## src/hdl/sbm_pkg.sv

```systemverilog
`timescale 1ns / 1ps
// Shared types and constants for the serial bank mapper.
// No dependencies.
package sbm_pkg;

    typedef enum logic [1:0] {
        OP_CPU_READ  = 2'd0,
        OP_CPU_WRITE = 2'd1,
        OP_PPU_READ  = 2'd2,
        OP_PPU_WRITE = 2'd3
    } op_t;

    typedef enum logic [1:0] {
        TGT_CONTROL  = 2'd0,
        TGT_CHR_LOW  = 2'd1,
        TGT_CHR_HIGH = 2'd2,
        TGT_PRG      = 2'd3
    } target_t;

    typedef enum logic [0:0] {
        CFG_PRG_COUNT = 1'b0,
        CFG_CHR_COUNT = 1'b1
    } cfg_index_t;

    localparam int CountW   = 5;
    localparam int AddrW    = 16;
    localparam int DataW    = 8;
    localparam int MappedW  = 18;

    localparam logic [4:0] ControlReset = 5'h1C;
    localparam logic [4:0] ForceMode3   = 5'h0C;
    localparam logic [4:0] PrgCountReset = 5'd8;
    localparam logic [4:0] ChrCountReset = 5'd0;

    // Bank state as seen by the translation logic.
    typedef struct packed {
        logic [4:0] control;
        logic [4:0] chr_low;
        logic [4:0] chr_high;
        logic [3:0] chr_8k;
        logic [2:0] prg_32k;
        logic [3:0] prg_low;
        logic [3:0] prg_high;
    } bank_state_t;

    typedef struct packed {
        logic [MappedW-1:0] mapped_address;
        logic               hit;
        logic [1:0]         mirror_mode;
    } result_t;

    function automatic logic [3:0] last_bank(input logic [CountW-1:0] prg_count);
        logic [CountW-1:0] dec;
        dec = prg_count - CountW'(1);
        return dec[3:0];
    endfunction

endpackage

```

## src/hdl/sbm_regs.sv

```systemverilog
`timescale 1ns / 1ps
// Serial load port and bank registers of the mapper.
// Depends on sbm_pkg.
module sbm_regs
(
    input  logic                          clk,
    input  logic                          rst_n,
    input  logic                          step,
    input  sbm_pkg::op_t                  operation,
    input  logic [sbm_pkg::AddrW-1:0]     address,
    input  logic [sbm_pkg::DataW-1:0]     write_data,
    input  logic [sbm_pkg::CountW-1:0]    prg_bank_count,
    output sbm_pkg::bank_state_t          banks,
    output logic [4:0]                    control_next
);

    sbm_pkg::bank_state_t banks_reg, banks_next;
    logic [4:0] shift_reg, shift_next;
    logic [2:0] count_reg, count_next;
    logic [4:0] load;
    logic [1:0] prg_mode;

    assign banks        = banks_reg;
    assign control_next = banks_next.control;
    assign load         = {write_data[0], shift_reg[4:1]};
    assign prg_mode     = banks_reg.control[3:2];

    always_comb
    begin
        banks_next = banks_reg;
        shift_next = shift_reg;
        count_next = count_reg;
        if (step && operation == sbm_pkg::OP_CPU_WRITE && address[15])
        begin
            if (write_data[7])
            begin
                shift_next = '0;
                count_next = '0;
                banks_next.control = banks_reg.control | sbm_pkg::ForceMode3;
            end
            else if (count_reg != 3'd4)
            begin
                shift_next = load;
                count_next = count_reg + 3'd1;
            end
            else
            begin
                shift_next = '0;
                count_next = '0;
                unique case (sbm_pkg::target_t'(address[14:13]))
                    sbm_pkg::TGT_CONTROL:
                        banks_next.control = load;
                    sbm_pkg::TGT_CHR_LOW:
                        if (banks_reg.control[4])
                            banks_next.chr_low = load;
                        else
                            banks_next.chr_8k = load[4:1];
                    sbm_pkg::TGT_CHR_HIGH:
                        if (banks_reg.control[4])
                            banks_next.chr_high = load;
                    sbm_pkg::TGT_PRG:
                        priority if (!prg_mode[1])
                            banks_next.prg_32k = load[3:1];
                        else if (!prg_mode[0])
                        begin
                            banks_next.prg_low  = '0;
                            banks_next.prg_high = load[3:0];
                        end
                        else
                        begin
                            banks_next.prg_low  = load[3:0];
                            banks_next.prg_high = sbm_pkg::last_bank(prg_bank_count);
                        end
                    default: ;
                endcase
            end
        end
    end

    always_ff @(posedge clk or negedge rst_n)
    begin
        if (!rst_n)
        begin
            shift_reg          <= '0;
            count_reg          <= '0;
            banks_reg.control  <= sbm_pkg::ControlReset;
            banks_reg.chr_low  <= '0;
            banks_reg.chr_high <= '0;
            banks_reg.chr_8k   <= '0;
            banks_reg.prg_32k  <= '0;
            banks_reg.prg_low  <= '0;
            banks_reg.prg_high <= sbm_pkg::last_bank(sbm_pkg::PrgCountReset);
        end
        else
        begin
            shift_reg <= shift_next;
            count_reg <= count_next;
            banks_reg <= banks_next;
        end
    end

endmodule

```

## src/hdl/sbm_translate.sv

```systemverilog
`timescale 1ns / 1ps
// Address translation for CPU program and PPU pattern accesses.
// Depends on sbm_pkg.
module sbm_translate
(
    input  sbm_pkg::op_t                      operation,
    input  logic [sbm_pkg::AddrW-1:0]         address,
    input  sbm_pkg::bank_state_t              banks,
    input  logic [sbm_pkg::CountW-1:0]        prg_bank_count,
    input  logic [sbm_pkg::CountW-1:0]        chr_bank_count,
    output logic [sbm_pkg::MappedW-1:0]       mapped_address,
    output logic                              hit
);

    logic [1:0] prg_mode;
    logic [3:0] bank16;
    logic       chr_ram;
    logic       ppu_low;

    assign prg_mode = banks.control[3:2];
    assign chr_ram  = (chr_bank_count == '0);
    assign ppu_low  = (address[15:13] == 3'd0);

    always_comb
    begin
        if (!address[14])
            bank16 = (prg_mode == 2'd2) ? 4'd0 : banks.prg_low;
        else
            bank16 = (prg_mode == 2'd3) ? sbm_pkg::last_bank(prg_bank_count)
                                        : banks.prg_high;
    end

    always_comb
    begin
        mapped_address = '0;
        hit            = 1'b0;
        unique case (operation)
            sbm_pkg::OP_CPU_READ:
                if (address[15])
                begin
                    hit = 1'b1;
                    if (!prg_mode[1])
                        mapped_address = {banks.prg_32k, address[14:0]};
                    else
                        mapped_address = {bank16, address[13:0]};
                end
            sbm_pkg::OP_CPU_WRITE: ;
            sbm_pkg::OP_PPU_READ:
                if (ppu_low)
                begin
                    hit = 1'b1;
                    if (chr_ram)
                        mapped_address = {5'd0, address[12:0]};
                    else if (banks.control[4])
                        mapped_address = {1'b0,
                            (address[12] ? banks.chr_high : banks.chr_low), address[11:0]};
                    else
                        mapped_address = {1'b0, banks.chr_8k, address[12:0]};
                end
            sbm_pkg::OP_PPU_WRITE:
                if (ppu_low && chr_ram)
                begin
                    hit            = 1'b1;
                    mapped_address = {5'd0, address[12:0]};
                end
            default: ;
        endcase
    end

endmodule

```

## src/hdl/serial_bank_mapper_unit.sv

```systemverilog
`timescale 1ns / 1ps
// Serial bank mapper top level: input register, translation, result register.
// The input register captures an accepted access; the result register loads it when the output can advance.
// Throughput: one bus access per cycle while the output is not stalled; bank state updates in the result stage.
// Reset (async, active low): empty pipeline, control 0x1C, PRG counts 8, CHR 0.
// Depends on sbm_pkg, sbm_regs, sbm_translate.
module serial_bank_mapper_unit
(
    input  logic        clk,
    input  logic        rst_n,

    input  logic        s_axis_tvalid,
    output logic        s_axis_tready,
    input  logic [23:0] s_axis_tdata,   // address[15:0], write_data[23:16]
    input  logic [1:0]  s_axis_tuser,   // operation[1:0]

    output logic        m_axis_tvalid,
    input  logic        m_axis_tready,
    output logic [23:0] m_axis_tdata,   // mapped_address[17:0], mirror_mode[19:18], zero
    output logic        m_axis_tuser,   // hit

    input  logic        cfg_we,
    input  logic        cfg_index,
    input  logic [4:0]  cfg_data
);

    logic                            in_valid_reg;
    sbm_pkg::op_t                    op_reg;
    logic [sbm_pkg::AddrW-1:0]       addr_reg;
    logic [sbm_pkg::DataW-1:0]       wdata_reg;
    logic                            out_valid_reg;
    sbm_pkg::result_t                result_reg, result_next;
    logic [sbm_pkg::MappedW-1:0]     mapped_next;
    logic                            hit_next;
    logic [sbm_pkg::CountW-1:0]      prg_count_reg, chr_count_reg;
    logic                            advance, step;
    sbm_pkg::bank_state_t            banks;
    logic [4:0]                      control_next;

    assign advance       = !out_valid_reg || m_axis_tready;
    assign step          = in_valid_reg && advance;
    assign s_axis_tready = !in_valid_reg || advance;

    sbm_regs u_regs
    (
        .clk            (clk),
        .rst_n          (rst_n),
        .step           (step),
        .operation      (op_reg),
        .address        (addr_reg),
        .write_data     (wdata_reg),
        .prg_bank_count (prg_count_reg),
        .banks          (banks),
        .control_next   (control_next)
    );

    sbm_translate u_translate
    (
        .operation      (op_reg),
        .address        (addr_reg),
        .banks          (banks),
        .prg_bank_count (prg_count_reg),
        .chr_bank_count (chr_count_reg),
        .mapped_address (mapped_next),
        .hit            (hit_next)
    );

    assign result_next = {mapped_next, hit_next, control_next[1:0]};

    always_ff @(posedge clk or negedge rst_n)
    begin
        if (!rst_n)
        begin
            in_valid_reg  <= 1'b0;
            out_valid_reg <= 1'b0;
            prg_count_reg <= sbm_pkg::PrgCountReset;
            chr_count_reg <= sbm_pkg::ChrCountReset;
        end
        else
        begin
            if (s_axis_tready)
                in_valid_reg <= s_axis_tvalid;
            if (advance)
                out_valid_reg <= in_valid_reg;
            if (cfg_we)
            begin
                unique case (sbm_pkg::cfg_index_t'(cfg_index))
                    sbm_pkg::CFG_PRG_COUNT: prg_count_reg <= cfg_data;
                    sbm_pkg::CFG_CHR_COUNT: chr_count_reg <= cfg_data;
                    default: ;
                endcase
            end
        end
    end

    always_ff @(posedge clk)
    begin
        if (s_axis_tready && s_axis_tvalid)
        begin
            op_reg    <= sbm_pkg::op_t'(s_axis_tuser);
            addr_reg  <= s_axis_tdata[15:0];
            wdata_reg <= s_axis_tdata[23:16];
        end
        if (step)
            result_reg <= result_next;
    end

    assign m_axis_tvalid = out_valid_reg;
    assign m_axis_tdata  = {4'd0, result_reg.mirror_mode, result_reg.mapped_address};
    assign m_axis_tuser  = result_reg.hit;

endmodule

```

## config.mk

```make
export PLATFORM = sky130hd
export DESIGN_NAME = serial_bank_mapper_unit
export DESIGN_NICKNAME = d
export VERILOG_FILES = /design/src/hdl/sbm_pkg.sv /design/src/hdl/sbm_regs.sv /design/src/hdl/sbm_translate.sv /design/src/hdl/serial_bank_mapper_unit.sv
export SDC_FILE = /design/constraint.sdc
export NUM_CORES = 1
export LEC_CHECK = 0
export ABC_AREA = 1
export BUFFER_PORTS_ARGS = -buffer_cell sky130_fd_sc_hd__buf_2
export CORE_MARGIN = 2
export CORE_UTILIZATION = 29
export DETAILED_ROUTE_END_ITERATION = 7
export PLACE_DENSITY_LB_ADDON = 0.1
export SETUP_SLACK_MARGIN = 0.3
export SYNTH_ARGS = -nofsm -noshare
export SYNTH_HDL_FRONTEND = slang
export SYNTH_SLANG_ARGS = --single-unit
```

## constraint.sdc

```tcl
create_clock -name clk -period 1.5 [get_ports clk]
set_input_delay 0.15 -clock clk [delete_from_list [all_inputs] [get_ports clk]]
set_output_delay 0.15 -clock clk [all_outputs]
set_load 0.01 [all_outputs]
```

==> impl_summary.txt, run 1 <==
----------------------------------------------------
[Outcome]
  Result of the run ... complete, no violations

[Cells and area]
  Layout area overhead ... 46.8%
  Storage element area ... 2440 um2
  Most common cell after layout, fill and taps aside ... sky130_fd_sc_hd__nand2_1
  Area of the multi-input gates ... 1820 um2
  Number of flip-flops under the largest register name ... 30
  Net total in the final layout ... 603
  Highest-count cells in the layout ignoring fill and taps ... 85 x sky130_fd_sc_hd__nand2_1, 52 x sky130_fd_sc_hd__buf_2, 41 x sky130_fd_sc_hd__edfxtp_1
  Fillcell total ... 1,335
  Antenna Diode Count ... 0
  Fraction of final layout cells with drive strength greater than 1 ... 41.7%

[CTS]
  Root Driver ... sky130_fd_sc_hd__clkbuf_16
  Worst-path clk slew ... 60 ps
  Number of clock buffers inserted by TritonCTS ... 9
  Clock latency at the later pin of the worst-skew pair ... 340 ps
  H-tree depth reported by CTS ... 3
  Clk buf depth ... 2
  Clk sinks ... 89
  Clock tree from TritonCTS ... done

[Global routing]
  Antenna violations before repair ... 0
  Total global routing overflow ... 0
  Wire length of the first global-routing pass ... 17,100 um
  GR Util All Layers ... 15.1%
  Number of global-route vias before repair ... 3,330
  Pin count of the biggest net entering global routing ... 49

[Yosys]
  Post-synthesis sequential area ratio ... 59.0%
  Syn_area_per_cell ... 9.63 um2
  Combinational family with the most area after synthesis ... simple AND/OR/NAND/NOR gates
  Post-synthesis simple-gate area fraction ... 25.4%
  Post-synth top area share ... 29.7%
  Number of cells produced by synthesis ... 430
  Adder-cell share of the synthesized area ... 0.907%
  Multiplexer share of the synthesized area ... 0.272%
  Post-synthesis sequential element count ... 89
  Cell Area, Synth ... 4140 um2
  Top_reg_cell synth ... sky130_fd_sc_hd__edfxtp_1
  Count of cell types in the netlist ... 35
  EDFF count, synth ... 41
  Post-synth ARST share ... 53.9%
  Number of warnings issued by yosys ... 0
  Top cells by area, synth ... sky130_fd_sc_hd__edfxtp_1 30%, sky130_fd_sc_hd__dfrtp_1 25%, sky130_fd_sc_hd__nand2_1 9.7%
  Area share of xor/xnor cells in the synthesized design ... 0.423%
  Compound-Gate Fraction of Synth Area ... 7.16%
  Post-synthesis cell type with the largest combined area ... sky130_fd_sc_hd__edfxtp_1

[Die]
  Boundary pin count ... 64
  Chip width ... 123 um
  Floorplan row count ... 43
  DIE AREA ... 15,200 um2
  Vertical die dimension ... 123 um
  Core outline area ... 13,900 um2
  Initial cell density of the core ... 29.7%

[Power and ir drop]
  Peak ir drop on the vdd network ... 569 uV
  Fraction of power spent switching nets ... 29.0%
  Pwr Density ... 1120 nW/um2
  Clock network fraction of total power ... 32.4%
  Leakage power of the design ... 2.73 nW
  Power Internal ... 4.82 mW
  Portion of total power attributed to sequential cells ... 44.6%
  Switching component of the power ... 1.97 mW
  Combinational Power Share ... 23.0%
  Pwr Total ... 6.79 mW

[STA]
  Unrepaired setup endpoints after global routing ... true
  Worst-case clock skew ... 4.32 ps
  Fin crit period ... 1430 ps
  # setup viols final ... 0
  Fin worst setup slack ... 67.4 ps
  Final Max Tran Viols ... 0
  Final period utilization ... 95.5%
  Final hold slack ... 40.7 ps
  Max Fclk ... 698 MHz
  Number of hold violations in the final report ... 0

[Routing]
  WL/cell ... 15.1 um
  Pre-antenna DRT Iters ... 4
  Total via count in the routed design ... 3,418
  Drt total wl ... 11,300 um
  Ratio of routed vias to standard cells ... 4.57
  Post-DRT Antenna Nets ... 0
  DRC violation count after routing ... 0
  Violation count after the first detailed-route iteration ... 226

[Worst setup path]
  Number of cell instances on the worst register-to-register path ... 5
  Category of cells accounting for the largest share of critical-path delay ... flip-flops
  Path length in cells of the critical path ... 5
  Critical Path, Cell by Cell ... buf_6, nand2_4, clkinvlp_4, nand3_4, nand3_2
  Crit-path slowest cell ... sky130_fd_sc_hd__edfxtp_1
  Capturing element type of the critical path ... flop
  Slowest stage delay, CP ... 460 ps
  Endpoint arrival time on the critical path ... 1530 ps
  Worst setup path class ... reg2reg
  Number of buffers and inverters on the critical path ... 2
  Data required time at the worst endpoint ... 1600 ps
  Largest fanout of any net on the critical path ... 6
  Startpoint kind of the worst setup timing path ... flop

[Placement]
  Worst Setup Slack post-DPL ... 14.1 ps
  Weighted congestion reported at the end of routability-driven placement ... 0.772
  Buffers added on ports ... 53
  HPWL Detailed ... 7390 um

[Min path]
  Type of the worst min-delay path ... in2reg
  Number of cells on the worst hold path ... 2

[Run]
  Reported max-cap violation count ... 0

----------------------------------------------------
==> what timing repair did <==
| action | CTS | global route |
|---|---|---|
| pin swaps | 11 | 20 |
| hold buffers | 21 | 0 |
| resized for setup | 42 | 52 |
| gates cloned | 4 | 3 |
| setup buffers | 16 | 15 |
| setup endpoints to repair | 78 | 94 |
| endpoints found under the hold margin | 61 | 0 |
==> synthesized netlist by cell type, types with 2 or more instances <==
| library cell | count |
|---|---|
| sky130_fd_sc_hd__nor2_4 | 4 |
| sky130_fd_sc_hd__o21ai_1 | 18 |
| sky130_fd_sc_hd__o21ai_0 | 26 |
| sky130_fd_sc_hd__nor2_1 | 27 |
| sky130_fd_sc_hd__edfxtp_1 | 41 |
| sky130_fd_sc_hd__inv_2 | 5 |
| sky130_fd_sc_hd__a21oi_1 | 5 |
| sky130_fd_sc_hd__inv_1 | 37 |
| sky130_fd_sc_hd__ha_1 | 3 |
| sky130_fd_sc_hd__xnor2_1 | 2 |
| sky130_fd_sc_hd__buf_4 | 7 |
| sky130_fd_sc_hd__dfstp_2 | 7 |
| sky130_fd_sc_hd__nand3_4 | 4 |
| sky130_fd_sc_hd__nand2_1 | 107 |
| sky130_fd_sc_hd__buf_2 | 3 |
| sky130_fd_sc_hd__clkbuf_1 | 6 |
| sky130_fd_sc_hd__nand3_1 | 56 |
| sky130_fd_sc_hd__a31oi_1 | 3 |
| sky130_fd_sc_hd__nand3_2 | 2 |
| sky130_fd_sc_hd__nand4_1 | 6 |
| sky130_fd_sc_hd__nand2_2 | 2 |
| sky130_fd_sc_hd__nand2_4 | 2 |
| sky130_fd_sc_hd__dfrtp_1 | 41 |
| sky130_fd_sc_hd__nor2_2 | 2 |
| sky130_fd_sc_hd__o22ai_1 | 4 |
==> metal layers <==
metal	global-route usage, %	up-vias	wire [um]
li1	-	1705	-
met1	20.4	1631	5200
met2	24.0	69	5390
met5	0	-	0
met3	3.87	13	490
met4	4.40	0	182
==> metrics by stage <==
step	util, %	cell area, um2	TNS, ps	cells
global route	43.6	6080	-60.2	748
detailed placement	34.8	4850	0	673
CTS	40.6	5660	0	730
finish	43.6	6080	0	748
floorplan	-	4250	0	433
global placement	34.8	4850	0	673
==> worst paths after layout <==
path,from,end,slack [ps]
setup / recovery,op_reg[0]$_DFFE_PP_,m_axis_tdata[4]$_DFFE_PN_,70
hold / removal,cfg_data[4],chr_count_reg[4]$_DFFE_PN0P_,40
setup reg to reg,op_reg[0]$_DFFE_PP_,m_axis_tdata[4]$_DFFE_PN_,70
hold reg to reg,u_regs.banks[4]$_DFFE_PN0P_,u_regs.banks[4]$_DFFE_PN0P_,470
max in group asynchronous,rst_n,u_regs.banks[27]$_DFFE_PN1P_,890
min in group asynchronous,rst_n,prg_count_reg[1]$_DFFE_PN0P_,320
==> kinds of logic (layout without fill, tap and decap cells) <==
logic type	count (synthesis)	in the layout
simple gates	217	218
buf+inv	60	194
compound gates	57	57
xor+xnor	2	2
fa+ha+maj	3	3
mux	1	1
other cells	1	4
flops	89	89
==> area by class of cell <==
type	instances	share of cell area [%]
sequential	89	40.2
multi-input combinational	285	30.0
timing repair buffer	133	18.2
clock buffer	12	3.89
tap	180	3.71
inverter	42	2.86
clock inverter	4	0.762
timing repair inverter	3	0.371
==> power groups by stage <==
stage	clock network, mW	logic, mW	registers, mW
floorplan	0	0.623	3.06
global placement	0	1.08	3.05
detailed placement	0	1.09	3.06
CTS	2.27	1.35	3.02
global route	2.37	1.72	3.06
finish	2.20	1.56	3.03
No activity file was read; power rests on OpenSTA's default activity.
==> inputs of run 2 (changes only) <==
- CAP_MARGIN: unset -> 20
- clock period: 1.5 -> 1.51 ns (I/O delays scaled with it)
==> impl_summary.txt, run 2 (synthesis gave the netlist of run 1 again) <==
----------------------------------------------------
[Cells and area]
  Number of flip-flops under the largest register name ... 30 (unchanged)
  Net total in the final layout ... 608 (was 603)
  Final std cell area, no fill ... 6240 um2 (was 6080 um2)
  Highest-count cells in the layout ignoring fill and taps ... 81 x sky130_fd_sc_hd__nand2_1, 52 x sky130_fd_sc_hd__buf_2, 41 x sky130_fd_sc_hd__edfxtp_1, 41 x sky130_fd_sc_hd__dfrtp_1, 32 x sky130_fd_sc_hd__buf_4 (was 85 x sky130_fd_sc_hd__nand2_1, 52 x sky130_fd_sc_hd__buf_2, 41 x sky130_fd_sc_hd__edfxtp_1)
  Count of non-filler cells in the finished layout ... 753 (was 748)
  Most common cell after layout, fill and taps aside ... sky130_fd_sc_hd__nand2_1 (unchanged)
  Fraction of final layout cells with drive strength greater than 1 ... 45.2% (was 41.7%)
  Layout area overhead ... 50.8% (was 46.8%)
  Antenna Diode Count ... 0 (unchanged)

[STA]
  Final period utilization ... 97.7% (was 95.5%)
  Final Max Tran Viols ... 0 (unchanged)
  Fin worst setup slack ... 34.1 ps (was 67.4 ps)
  Fin crit period ... 1480 ps (was 1430 ps)
  # setup viols final ... 0 (unchanged)
  Final-layout setup total negative slack ... 0 ps (unchanged)
  Worst-case clock skew ... 8.48 ps (was 4.32 ps)
  Number of hold violations in the final report ... 0 (unchanged)
  Unrepaired setup endpoints after global routing ... true (unchanged)
  Max Fclk ... 678 MHz (was 698 MHz)

[Worst setup path]
  Slowest stage delay, CP ... 560 ps (was 460 ps)
  Number of cell instances on the worst register-to-register path ... 6 (was 5)
  Startpoint kind of the worst setup timing path ... flop (unchanged)
  Crit-path slowest cell ... sky130_fd_sc_hd__dfstp_2 (was sky130_fd_sc_hd__edfxtp_1)
  Capturing element type of the critical path ... flop (unchanged)
  Endpoint arrival time on the critical path ... 1580 ps (was 1530 ps)
  Data required time at the worst endpoint ... 1610 ps (was 1600 ps)
  Dominant cell type by count on the critical path ... sky130_fd_sc_hd__nand2_1
  Largest fanout of any net on the critical path ... 7 (was 6)
  Capture instance of the worst register-to-register path ... m_axis_tdata[15]$_DFFE_PN_ (was m_axis_tdata[4]$_DFFE_PN_)
  Reg-to-reg startpoint ... u_regs.banks[29]$_DFFE_PN1P_ (was op_reg[0]$_DFFE_PP_)
  Reg-to-reg slack, setup ... 30 ps (was 70 ps)
  Worst setup path class ... reg2reg (unchanged)
  Critical Path, Cell by Cell ... clkinvlp_4, nand2_1, o21ai_1, buf_4, nand2_2, nand2_1 (was buf_6, nand2_4, clkinvlp_4, nand3_4, nand3_2)

[Die]
  Boundary pin count ... 64 (unchanged)
  Vertical die dimension ... 123 um (unchanged)
  DIE AREA ... 15,200 um2 (unchanged)
  Core outline area ... 13,900 um2 (unchanged)
  Chip width ... 123 um (unchanged)
  Floorplan row count ... 43 (unchanged)
  Initial cell density of the core ... 29.7% (unchanged)

[Run]
  Reported max-cap violation count ... 0 (unchanged)

[Routing]
  Pre-antenna DRT Iters ... 4 (unchanged)
  Ratio of routed vias to standard cells ... 4.61 (was 4.57)
  Total via count in the routed design ... 3,474 (was 3,418)
  DRC violation count after routing ... 0 (unchanged)
  Post-DRT Antenna Nets ... 0 (unchanged)
  Violation count after the first detailed-route iteration ... 171 (was 226)
  Sum of met2 wire segment lengths after detailed routing ... 5510 um (was 5390 um)
  Drt total wl ... 11,400 um (was 11,300 um)
  WL/cell ... 15.2 um (was 15.1 um)
  Met1 wire length ... 5300 um (was 5200 um)
  Length of routed met3 wiring ... 459 um (was 490 um)
  Highest metal layer with signal wires ... met4 (unchanged)

[Power and ir drop]
  Leakage power of the design ... 2.80 nW (was 2.73 nW)
  Clock network fraction of total power ... 35.1% (was 32.4%)
  Pwr Density ... 1110 nW/um2 (was 1120 nW/um2)
  Peak ir drop on the vdd network ... 621 uV (was 569 uV)
  Portion of total power attributed to sequential cells ... 43.6% (was 44.6%)
  Fraction of power spent switching nets ... 28.2% (was 29.0%)
  Combinational Power Share ... 21.3% (was 23.0%)
  Switching component of the power ... 1.95 mW (was 1.97 mW)
  Power Internal ... 4.96 mW (was 4.82 mW)
  Pwr Total ... 6.90 mW (was 6.79 mW)

[CTS]
  Clock latency at the later pin of the worst-skew pair ... 350 ps (was 340 ps)
  Number of clock buffers inserted by TritonCTS ... 9 (unchanged)
  Worst-path clk slew ... 70 ps (was 60 ps)
  Root Driver ... sky130_fd_sc_hd__clkbuf_16 (unchanged)
  Clk buf depth ... 2 (unchanged)
  Clock tree from TritonCTS ... done (unchanged)
  Clk sinks ... 89 (unchanged)
  H-tree depth reported by CTS ... 3 (unchanged)

[Global routing]
  Number of global-route vias before repair ... 3,359 (was 3,330)
  Pin count of the biggest net entering global routing ... 49 (unchanged)
  Total global routing overflow ... 0 (unchanged)
  GR Util All Layers ... 15.2% (was 15.1%)
  Wire length of the first global-routing pass ... 17,200 um (was 17,100 um)
  Antenna violations before repair ... 0 (unchanged)

[Min path]
  Type of the worst min-delay path ... in2reg (unchanged)
  Number of cells on the worst hold path ... 2 (unchanged)
  Beginning of the worst hold path ... cfg_data[4] (unchanged)
  WHS Endpoint ... chr_count_reg[4]$_DFFE_PN0P_ (unchanged)

[Outcome]
  Result of the run ... complete, no violations (unchanged)

[Placement]
  Placement Cell Area ... 4810 um2 (was 4850 um2)
  Total placed cells including tap cells ... 672 (was 673)
  Worst Setup Slack post-DPL ... -5.75 ps (was 14.1 ps)
  Buffers added on ports ... 53 (unchanged)
  HPWL Detailed ... 7340 um (was 7390 um)
  Weighted congestion reported at the end of routability-driven placement ... 0.767 (was 0.772)

----------------------------------------------------
## run 2: cell count changes in the layout (fill, tap and decap cells not counted), sizes merged
cell,delta
clkbuf,-3
buf,+6
nand3,+1
clkinv,+1
bufinv,+1
inv,-1
## run 2: area by class of cell
type | count | area, um2
tap | 180 | 225
fill | 1347 | 7690
timing repair buffer | 137 | 1160
timing repair inverter | 3 | 22.5
sequential | 89 | 2440
clock buffer | 11 | 243
multi-input combinational | 286 | 1900
clock inverter | 5 | 78.8
inverter | 42 | 175
## run 2: critical path: cells and delay by family, from the launching register on
kind                   cells  cell delay [ps]
flip-flops                 1              560
buffers and inverters      2              360
AND/OR/NAND/NOR            3              230
AO/OA/AOI/OAI              1               70
## run 2: how the worst max path moves through the flow
stage / start / to / slack (ps) / depth (start not counted)
floorplan: addr_reg[14]$_DFFE_PP_ / m_axis_tdata[19]$_DFFE_PN_ / 200 / 6
global placement: addr_reg[15]$_DFFE_PP_ / u_regs.banks[16]$_DFFE_PN0P_ / 50 / 6
detailed placement: addr_reg[15]$_DFFE_PP_ / u_regs.banks[16]$_DFFE_PN0P_ / -6 / 6
CTS: u_regs.banks[29]$_DFFE_PN1P_ / m_axis_tdata[12]$_DFFE_PN_ / 80 / 7
global route: u_regs.count_reg[0]$_DFFE_PN0N_ / u_regs.banks[23]$_DFFE_PN0P_ / -40 / 9
finish: u_regs.banks[29]$_DFFE_PN1P_ / m_axis_tdata[15]$_DFFE_PN_ / 30 / 6
## run 2: power groups by stage
stage               sequential (mW)  combinational, mW  clock [mW]
finish                         3.01               1.47        2.42
global route                   3.04               1.61        2.62
CTS                            3.00               1.30        2.50
detailed placement             3.05               1.04           0
global placement               3.05               1.02           0
floorplan                      3.04              0.617           0
## run 2: routing by layer
metal | vias to the layer above | track usage [%]
met2 | 66 | 24.0
met3 | 13 | 3.69
met4 | 0 | 5.04
met1 | 1674 | 20.6
li1 | 1721 | -
met5 | - | 0
## run 2: what timing repair did
action | CTS | global route
gates resized for setup | 48 | 82
setup buffers | 21 | 17
endpoints found under the setup margin | 99 | 79
pin swaps | 30 | 40
hold buffers | 21 | 0
hold endpoints to repair | 61 | 0
gates cloned | 4 | 2
## run 2: through the flow
step	hold WS [ps]	util (%)
2_1_floorplan	-145	-
3_3_place_gp	164	34.6
3_5_place_dp	163	34.6
4_1_cts	38.3	41.3
5_1_grt	34.9	44.8
6_report	51.5	44.8
==> inputs of run 3 (changes only) <==
==> constraint.sdc (replaced) <==
create_clock -name clk -period 1.51 [get_ports clk]
set_input_delay 0.302 -clock clk [delete_from_list [all_inputs] [get_ports clk]]
set_output_delay 0.302 -clock clk [all_outputs]
set_load 0.01 [all_outputs]
==> impl_summary.txt, run 3 (synthesis gave the netlist of run 1 again) <==
----------------------------------------------------
[Worst setup path]
  Capturing element type of the critical path ... flop (unchanged)
  Capture instance of the worst register-to-register path ... u_regs.banks[19]$_DFFE_PN0P_ (was m_axis_tdata[15]$_DFFE_PN_)
  Endpoint arrival time on the critical path ... 1680 ps (was 1580 ps)
  Reg-to-reg startpoint ... u_regs.count_reg[1]$_DFFE_PN0N_ (was u_regs.banks[29]$_DFFE_PN1P_)
  Dominant cell type by count on the critical path ... sky130_fd_sc_hd__nand3_4 (was sky130_fd_sc_hd__nand2_1)
  Largest fanout of any net on the critical path ... 5 (was 7)
  Reg-to-reg slack, setup ... 60 ps (was 30 ps)
  Number of cell instances on the worst register-to-register path ... 8 (was 6)
  Crit-path slowest cell ... sky130_fd_sc_hd__dfrtp_1 (was sky130_fd_sc_hd__dfstp_2)
  Worst setup path class ... reg2reg (unchanged)
  Startpoint kind of the worst setup timing path ... flop (unchanged)
  Critical Path, Cell by Cell ... inv_2, ha_4, nand3_4, buf_6, nor2_4, nand3_4, nand2_2, o21ai_2 (was clkinvlp_4, nand2_1, o21ai_1, buf_4, nand2_2, nand2_1)
  Slowest stage delay, CP ... 390 ps (was 560 ps)
  Data required time at the worst endpoint ... 1740 ps (was 1610 ps)

[Cells and area]
  Antenna Diode Count ... 0 (unchanged)
  Area of the multi-input gates ... 1940 um2 (was 1900 um2)
  Net total in the final layout ... 589 (was 608)
  Number of flip-flops under the largest register name ... 30 (unchanged)
  Fillcell total ... 1,363 (was 1,347)
  Highest-count cells in the layout ignoring fill and taps ... 80 x sky130_fd_sc_hd__nand2_1, 52 x sky130_fd_sc_hd__buf_2, 41 x sky130_fd_sc_hd__edfxtp_1, 41 x sky130_fd_sc_hd__dfrtp_1, 33 x sky130_fd_sc_hd__buf_4 (was 81 x sky130_fd_sc_hd__nand2_1, 52 x sky130_fd_sc_hd__buf_2, 41 x sky130_fd_sc_hd__edfxtp_1, 41 x sky130_fd_sc_hd__dfrtp_1, 32 x sky130_fd_sc_hd__buf_4)
  Layout area overhead ... 47.6% (was 50.8%)
  Most common cell after layout, fill and taps aside ... sky130_fd_sc_hd__nand2_1 (unchanged)
  Final std cell area, no fill ... 6110 um2 (was 6240 um2)
  Count of non-filler cells in the finished layout ... 734 (was 753)
  Share of the core filled with cells in the final layout ... 43.8% (was 44.8%)
  Fraction of final layout cells with drive strength greater than 1 ... 48.0% (was 45.2%)
  Storage element area ... 2440 um2 (unchanged)

[Global routing]
  Wire length of the first global-routing pass ... 17,100 um (was 17,200 um)
  Total global routing overflow ... 0 (unchanged)
  GR Util All Layers ... 15.0% (was 15.2%)
  Antenna violations before repair ... 0 (unchanged)
  Number of global-route vias before repair ... 3,361 (was 3,359)
  Pin count of the biggest net entering global routing ... 49 (unchanged)

[Power and ir drop]
  Peak ir drop on the vdd network ... 600 uV (was 621 uV)
  Leakage power of the design ... 2.76 nW (was 2.80 nW)
  Pwr Density ... 1120 nW/um2 (was 1110 nW/um2)
  Pwr Total ... 6.86 mW (was 6.90 mW)

[Die]
  Chip width ... 123 um (unchanged)
  Floorplan row count ... 43 (unchanged)
  Vertical die dimension ... 123 um (unchanged)
  Boundary pin count ... 64 (unchanged)
  Core outline area ... 13,900 um2 (unchanged)
  DIE AREA ... 15,200 um2 (unchanged)
  Initial cell density of the core ... 29.7% (unchanged)

[Min path]
  WHS Endpoint ... addr_reg[9]$_DFFE_PP_ (was chr_count_reg[4]$_DFFE_PN0P_)
  Beginning of the worst hold path ... s_axis_tdata[9] (was cfg_data[4])
  Number of cells on the worst hold path ... 1 (was 2)
  Type of the worst min-delay path ... in2reg (unchanged)

[Placement]
  HPWL Detailed ... 7330 um (was 7340 um)
  Total placed cells including tap cells ... 676 (was 672)
  Placement Cell Area ... 4840 um2 (was 4810 um2)
  Weighted congestion reported at the end of routability-driven placement ... 0.777 (was 0.767)
  Buffers added on ports ... 53 (unchanged)

[CTS]
  Clk buf depth ... 2 (unchanged)
  Clk sinks ... 89 (unchanged)
  Worst-path clk slew ... 60 ps (was 70 ps)
  Number of clock buffers inserted by TritonCTS ... 9 (unchanged)
  Clock latency at the later pin of the worst-skew pair ... 350 ps (about the same)
  Clock tree from TritonCTS ... done (unchanged)
  H-tree depth reported by CTS ... 3 (unchanged)
  Root Driver ... sky130_fd_sc_hd__clkbuf_16 (unchanged)

[Run]
  Reported max-cap violation count ... 0 (unchanged)

[STA]
  Unrepaired setup endpoints after global routing ... true (unchanged)
  # setup viols final ... 0 (unchanged)
  Final period utilization ... 95.9% (was 97.7%)
  Final hold slack ... 123 ps (was 51.5 ps)
  Worst-case clock skew ... 6.05 ps (was 8.48 ps)
  Fin crit period ... 1450 ps (was 1480 ps)
  Max Fclk ... 691 MHz (was 678 MHz)
  Number of hold violations in the final report ... 0 (unchanged)
  Final Max Tran Viols ... 0 (unchanged)

[Routing]
  Violation count after the first detailed-route iteration ... 235 (was 171)
  Pre-antenna DRT Iters ... 5 (was 4)
  DRC violation count after routing ... 0 (unchanged)
  Ratio of routed vias to standard cells ... 4.68 (was 4.61)
  WL/cell ... 15.1 um (was 15.2 um)
  Post-DRT Antenna Nets ... 0 (unchanged)
  Drt total wl ... 11,100 um (was 11,400 um)
  Total via count in the routed design ... 3,432 (was 3,474)

[Outcome]
  Result of the run ... complete, no violations (unchanged)

----------------------------------------------------
[run 3: cell count changes in the layout (fill, tap and decap cells not counted), moves of 2 or more]
cell,before,now
sky130_fd_sc_hd__buf_12,8,4
sky130_fd_sc_hd__buf_8,0,2
sky130_fd_sc_hd__inv_2,11,13
sky130_fd_sc_hd__clkbuf_16,9,12
sky130_fd_sc_hd__buf_6,23,26
sky130_fd_sc_hd__dlygate4sd3_1,21,1
sky130_fd_sc_hd__clkinvlp_4,7,4
sky130_fd_sc_hd__o21ai_1,18,16
sky130_fd_sc_hd__inv_1,26,24
[run 3: worst max path at each step]
stage	from	endpoint	slack (ps)	cells past startpoint
finish	u_regs.count_reg[1]$_DFFE_PN0N_	u_regs.banks[19]$_DFFE_PN0P_	60	8
global route	u_regs.count_reg[1]$_DFFE_PN0N_	u_regs.banks[19]$_DFFE_PN0P_	-20	8
CTS	u_regs.count_reg[0]$_DFFE_PN0N_	m_axis_tdata[19]$_DFFE_PN_	50	7
detailed placement	addr_reg[15]$_DFFE_PP_	u_regs.banks[16]$_DFFE_PN0P_	20	6
global placement	addr_reg[15]$_DFFE_PP_	u_regs.banks[16]$_DFFE_PN0P_	50	6
floorplan	addr_reg[14]$_DFFE_PP_	m_axis_tdata[19]$_DFFE_PN_	200	6
[run 3: metal layers]
layer  global-route usage (%)  vias up  part of all wire, %
met5                        0        -                    0
met4                     4.26        0                  1.1
met1                     20.5     1684                   49
met3                     4.43        9                  3.3
met2                     23.2       56                   47
li1                         -     1683                    -
[run 3: power breakdown]
group          total, mW  internal, mW  switching [mW]
Clock               2.32          1.37           0.942
Sequential          3.02          2.82           0.205
Combinational       1.52         0.675           0.846
[run 3: critical path, delay by kind of cell (launching register included)]
kind / cells / cell delay, ps
buf+inv: 2 / 240
compound gates: 1 / 50
flops: 1 / 390
fa+ha+maj: 1 / 190
simple gates: 4 / 470
[run 3: repair_timing]
item                                    in CTS  in global routing
cloned                                       2                  4
endpoints found under the hold margin       41                  0
setup buffers                               19                 16
hold buffers                                 1                  0
resized for setup                           79                 65
pin swaps                                   47                 43
endpoints found under the setup margin     101                107
[run 3: area by class of cell]
cell class                 count  area share (%)
tap                          180            3.69
multi-input combinational    285            31.7
sequential                    89            40.0
clock inverter                 4           0.820
clock buffer                  12            4.20
inverter                      42            2.87
timing repair buffer         122            16.8
[run 3: metrics by stage]
| stage | setup WS (ps) | TNS, ps |
|---|---|---|
| after global placement | 50.5 | 0 |
| after CTS | 48.9 | 0 |
| after floorplan | 201 | 0 |
| after global routing | -18.3 | -54.8 |
| after detailed placement | 20.5 | 0 |
| final | 62.3 | 0 |
